**config.mk**
```make
export PLATFORM = sky130hd
export DESIGN_NAME = stq_cell
export DESIGN_NICKNAME = d
export VERILOG_FILES = /design/src/hw/rtl/sorted_timer_queue_core_defines.svh /design/src/hw/rtl/stq_pkg.sv /design/src/hw/rtl/stq_cell.sv
export SDC_FILE = /design/constraint.sdc
export NUM_CORES = 1
export LEC_CHECK = 0
export ABC_AREA = 1
export BUFFER_PORTS_ARGS = -buffer_cell sky130_fd_sc_hd__buf_2
export CAP_MARGIN = 20
export CORE_UTILIZATION = 50
export DETAILED_ROUTE_END_ITERATION = 10
export PLACE_DENSITY = 0.87
export SLEW_MARGIN = 25
export SYNTH_ARGS = -nofsm -noshare
export SYNTH_HDL_FRONTEND = slang
export SYNTH_SLANG_ARGS = --single-unit
```
**constraint.sdc**
```tcl
create_clock -name clk_i -period 8.9 [get_ports clk_i]
set_input_delay 1.335 -clock clk_i [delete_from_list [all_inputs] [get_ports clk_i]]
set_output_delay 1.335 -clock clk_i [all_outputs]
set_load 0.05 [all_outputs]
```
**src/hw/rtl/sorted_timer_queue_core_defines.svh**
```systemverilog
// assertion macros for the sorted timer queue core
// used by files that assert; expects clk_i and rst_ni in scope
`ifndef SORTED_TIMER_QUEUE_CORE_DEFINES_SVH
`define SORTED_TIMER_QUEUE_CORE_DEFINES_SVH

// implication checked at every rising clock edge outside reset
`define STQ_ASSERT_IMPLY(name, ante, cons, msg) \
  name: assert property (@(posedge clk_i) disable iff (!rst_ni) (ante) |-> (cons)) \
    else $error(msg);

// invariant checked at every rising clock edge outside reset
`define STQ_ASSERT_ALWAYS(name, expr, msg) \
  name: assert property (@(posedge clk_i) disable iff (!rst_ni) (expr)) \
    else $error(msg);

`endif

```
**src/hw/rtl/stq_pkg.sv**
```systemverilog
// shared types and constants of the sorted timer queue
// no dependencies
`default_nettype none

package stq_pkg;

  localparam int unsigned StqScoreW    = 48;
  localparam int unsigned StqCountOutW = 7;
  localparam int unsigned StqCapacity  = 64;

  typedef enum logic [1:0] {
    CMD_INSERT     = 2'd0,
    CMD_REMOVE_MIN = 2'd1,
    CMD_REMOVE_KEY = 2'd2,
    CMD_NOP        = 2'd3
  } stq_cmd_e;

  typedef enum logic [1:0] {
    STATUS_OK        = 2'd0,
    STATUS_FULL      = 2'd1,
    STATUS_EMPTY     = 2'd2,
    STATUS_NOT_FOUND = 2'd3
  } stq_status_e;

  // control broadcast from the sequencer to every cell
  typedef struct packed {
    logic eval;       // capture compare flags against the key
    logic apply;      // update the held scores
    logic ins;        // insert the key at its sorted place
    logic shift;      // close a gap by taking the right neighbor
    logic shift_all;  // shift every cell (remove minimum)
  } stq_ctl_t;

endpackage

`default_nettype wire

```
**src/hw/rtl/stq_cell.sv**
```systemverilog
// one cell of the sorted chain: a held score and its compare flags
// depends on stq_pkg
`default_nettype none

module stq_cell import stq_pkg::*; (
  input  wire logic                 clk_i,
  input  wire logic                 rst_ni,
  input  wire stq_ctl_t             ctl_i,
  input  wire logic [StqScoreW-1:0] key_i,
  input  wire logic                 valid_i,
  input  wire logic                 left_lt_i,
  input  wire logic [StqScoreW-1:0] left_score_i,
  input  wire logic [StqScoreW-1:0] right_score_i,
  output logic      [StqScoreW-1:0] score_o,
  output logic                      lt_o,
  output logic                      first_o
);

  logic [StqScoreW-1:0] score_q, score_d;
  logic                 lt_q, lt_d;
  logic                 eq_q, eq_d;

  always_comb begin
    lt_d = lt_q;
    eq_d = eq_q;
    if (ctl_i.eval) begin
      lt_d = valid_i && (score_q < key_i);
      eq_d = valid_i && (score_q == key_i);
    end
  end

  always_comb begin
    score_d = score_q;
    if (ctl_i.apply && ctl_i.ins) begin
      if (!lt_q) begin
        score_d = left_lt_i ? key_i : left_score_i;
      end
    end else if (ctl_i.apply && ctl_i.shift && (ctl_i.shift_all || !lt_q)) begin
      score_d = right_score_i;
    end
  end

  always_ff @(posedge clk_i or negedge rst_ni) begin
    if (!rst_ni) begin
      lt_q <= 1'b0;
      eq_q <= 1'b0;
    end else begin
      lt_q <= lt_d;
      eq_q <= eq_d;
    end
  end

  always_ff @(posedge clk_i) begin
    score_q <= score_d;
  end

  assign score_o = score_q;
  assign lt_o    = lt_q;
  // first held entry equal to the key: left neighbor is below the key
  assign first_o = eq_q && left_lt_i;

endmodule

`default_nettype wire

```
==> summary.md <==
| Metric | Value |
|---|---|
| Status | `complete, no violations` |
| Mux contribution to synthesized area | `0%` |
| Fin area | `0.00504 mm²` |
| Largest net degree at the start of global routing | `51` |
| Routed WL per cell | `13.5 µm` |
| TritonRoute pass-1 iters | `4` |
| Post-synth EDFFs | `48` |
| Synth Area in Adders | `15.4%` |
| Synthesized area per cell | `7.70 µm²` |
| Post-DP HPWL | `8500 µm` |
| Slew HR | `44.6%` |
| CTS tree | `done` |
| Req. time, crit path | `7.57 ns` |
| Final Max Slew Viols | `0` |
| Tot GR Track Use | `25.9%` |
| Synth-to-Final Area Change | `29.1%` |
| Row count | `31` |
| Synth Instances | `507` |
| Clock root buffer master | `clkbuf_8` |
| Clock latency at the later pin of the worst-skew pair | `0.30 ns` |
| Setup TNS | `0 ns` |
| Worst vdd ir | `71.2 µV` |
| Die X | `90.4 µm` |
| Clk buf depth | `2` |
| GRT Residual Overflow | `0` |
| Critical Path Fanout Max | `50` |
| Fillers | `649` |
| Global placement routability congestion | `0.865` |
| PD cells | `129 mW/mm²` |
| Via-to-Cell Ratio | `5.17` |
| # H-tree levels | `2` |
| Yosys reg bits | `50` |
| Synth Area in Compound Gates | `15.3%` |
| Post-CTS Repair Setup Buffers | `0` |
| Initial antenna violation count | `0` |
| Post-synthesis cell type count | `26` |
| Top Ports | `203` |
| WL final | `10700 µm` |
| I/O Buffers | `202` |
| Most frequent cells in the layout | `buf_2, nand2_1, a21oi_1` |
| Initial Utilization | `52.7%` |
| Area of the core | `0.00741 mm²` |
| Max Freq | `277 MHz` |
| Clock transition at the registers of the reported paths | `0.11 ns` |
| Xor and xnor fraction of the mapped netlist area | `0%` |
| Hold Path Class | `flop to flop` |
| # DRC | `0` |
| Die area | `0.00816 mm²` |
| Yosys warning count | `0` |
| # diodes | `0` |
| RSZ-0062 raised after global routing | `no` |
| Cell Area, Synth | `0.00390 mm²` |
| First-pass GRT wire length | `17500 µm` |
| Die height | `90.4 µm` |
| Top_reg_cell synth | `edfxtp_1` |
| Syn_nets | `708` |
| FF+latch area | `0.00149 mm²` |
| Hold Vio Cnt, Final | `0` |
| Simple-gate portion of the synthesized area | `21.1%` |
| Post-CTS sizing | `0` |
| Layout cells sized above 1 | `33.0%` |
| Final net count | `899` |
| Main combinational cell family by area after synthesis | `simple AND/OR/NAND/NOR gates` |
| Startpoint class of the critical path | `primary input` |
| CTS Sinks | `50` |
| Worst Max-Slew Pin Slew | `0.832 ns` |
| Clock skew | `0.0155 ns` |
| Dpl cell area | `0.00495 mm²` |
| Post-synth ARST share | `4.00%` |
| Total power | `0.652 mW` |
| Tmin final | `3.61 ns` |
| Area of the multi-input gates | `0.00203 mm²` |
| Crit. End Element | `output pin` |
| Worst Path Arrival | `2.27 ns` |
| Crit Path Category | `primary input to output pin` |
| Commonest non-fill, non-tap cell in the layout | `buf_2` |
| Final critical-path share of the clock period | `40.6%` |
| MaxCap Viol Count | `0` |
| Vias in the first global route | `4055` |
| Post-DRT Antenna Nets | `0` |
| Num CTS Buffers | `5` |
| Iteration-0 DRC Markers | `186` |
| Leakage power total | `2.72 nW` |
| Final Setup Violations | `0` |
| Via count | `4123` |
| Hold-fix buffers, CTS | `0` |
| Seq/Total Area, Yosys | `38.2%` |
[final cells by class]
class	instances	area share (%)
clock buffers	5	1.37
clock inverters	3	0.422
inverters	71	5.29
multi-input cells	365	40.4
flip-flops and latches	50	29.6
well taps	99	2.46
repair buffers	205	20.5
[logic make-up after synthesis]
kind of cell	after synthesis
fa+ha+maj	48
flops	50
compound gates	118
buf+inv	92
simple gates	199
[path summary, 6_finish.rpt]
path                           start         end  slack, ns  cells past startpoint
setup / recovery           left_lt_i     first_o       5.29                      5
hold / removal                  eq_q        eq_q       0.59                      2
setup reg to reg                lt_o  score_o[6]       7.15                      2
hold reg to reg                 eq_q        eq_q       0.59                      2
max in group asynchronous     rst_ni        lt_o       8.00                      1
min in group asynchronous     rst_ni        eq_q       0.79                      1
[sequential cells by signal (all words and copies together) (netlist names)]
signal,cells
score_o,48
eq_q,1
lt_o,1
[critical path, cell delays in order]
cell,delay (ns)
buf_2,0.07
buf_4,0.43
nand2_1,0.11
inv_1,0.07
buf_2,0.25
[cells in the mapped netlist, types with 2 or more instances]
| cell | number | share of area, % |
|---|---|---|
| a21o_1 | 2 | 0.38 |
| a21oi_1 | 112 | 14 |
| buf_2 | 9 | 1.2 |
| buf_4 | 5 | 0.96 |
| buf_6 | 2 | 0.58 |
| clkbuf_1 | 4 | 0.38 |
| dfrtp_1 | 2 | 1.3 |
| edfxtp_1 | 48 | 37 |
| ha_1 | 48 | 15 |
| inv_1 | 66 | 6.3 |
| inv_2 | 5 | 0.48 |
| nand2_1 | 119 | 11 |
| nand2_2 | 3 | 0.48 |
| nand3_1 | 7 | 0.90 |
| nor2_1 | 59 | 5.7 |
| nor2_2 | 4 | 0.64 |
| nor2_4 | 2 | 0.58 |
| o21ai_0 | 2 | 0.26 |
[metrics by stage]
stage | utilization (%) | instances | hold slack [ns] | worst slack (ns)
after floorplan | - | 507 | 0.449 | 4.26
after detailed placement | 66.8 | 790 | 0.558 | 5.29
after global placement | 66.8 | 790 | 0.531 | 5.34
final | 68.0 | 798 | 0.592 | 5.29
after global routing | 68.0 | 798 | 0.622 | 5.19
after CTS | 68.0 | 798 | 0.586 | 5.30
[layer usage]
metal	global-route usage [%]	vias to the layer above	wire length, µm
li1	-	2045	-
met1	29.3	1870	4190
met2	49.9	188	5720
met3	3.54	20	605
met4	7.93	0	220
met5	0	-	0
[power by group]
| group | leakage [nW] | total, mW | internal, mW | switching [mW] |
|---|---|---|---|---|
| logic | 2.19 | 0.226 | 0.0753 | 0.151 |
| clock network | 0.0441 | 0.134 | 0.0554 | 0.0785 |
| registers | 0.479 | 0.292 | 0.281 | 0.0106 |
| total | 2.72 | 0.652 | 0.412 | 0.240 |
Power figures use the tool's default switching activity.
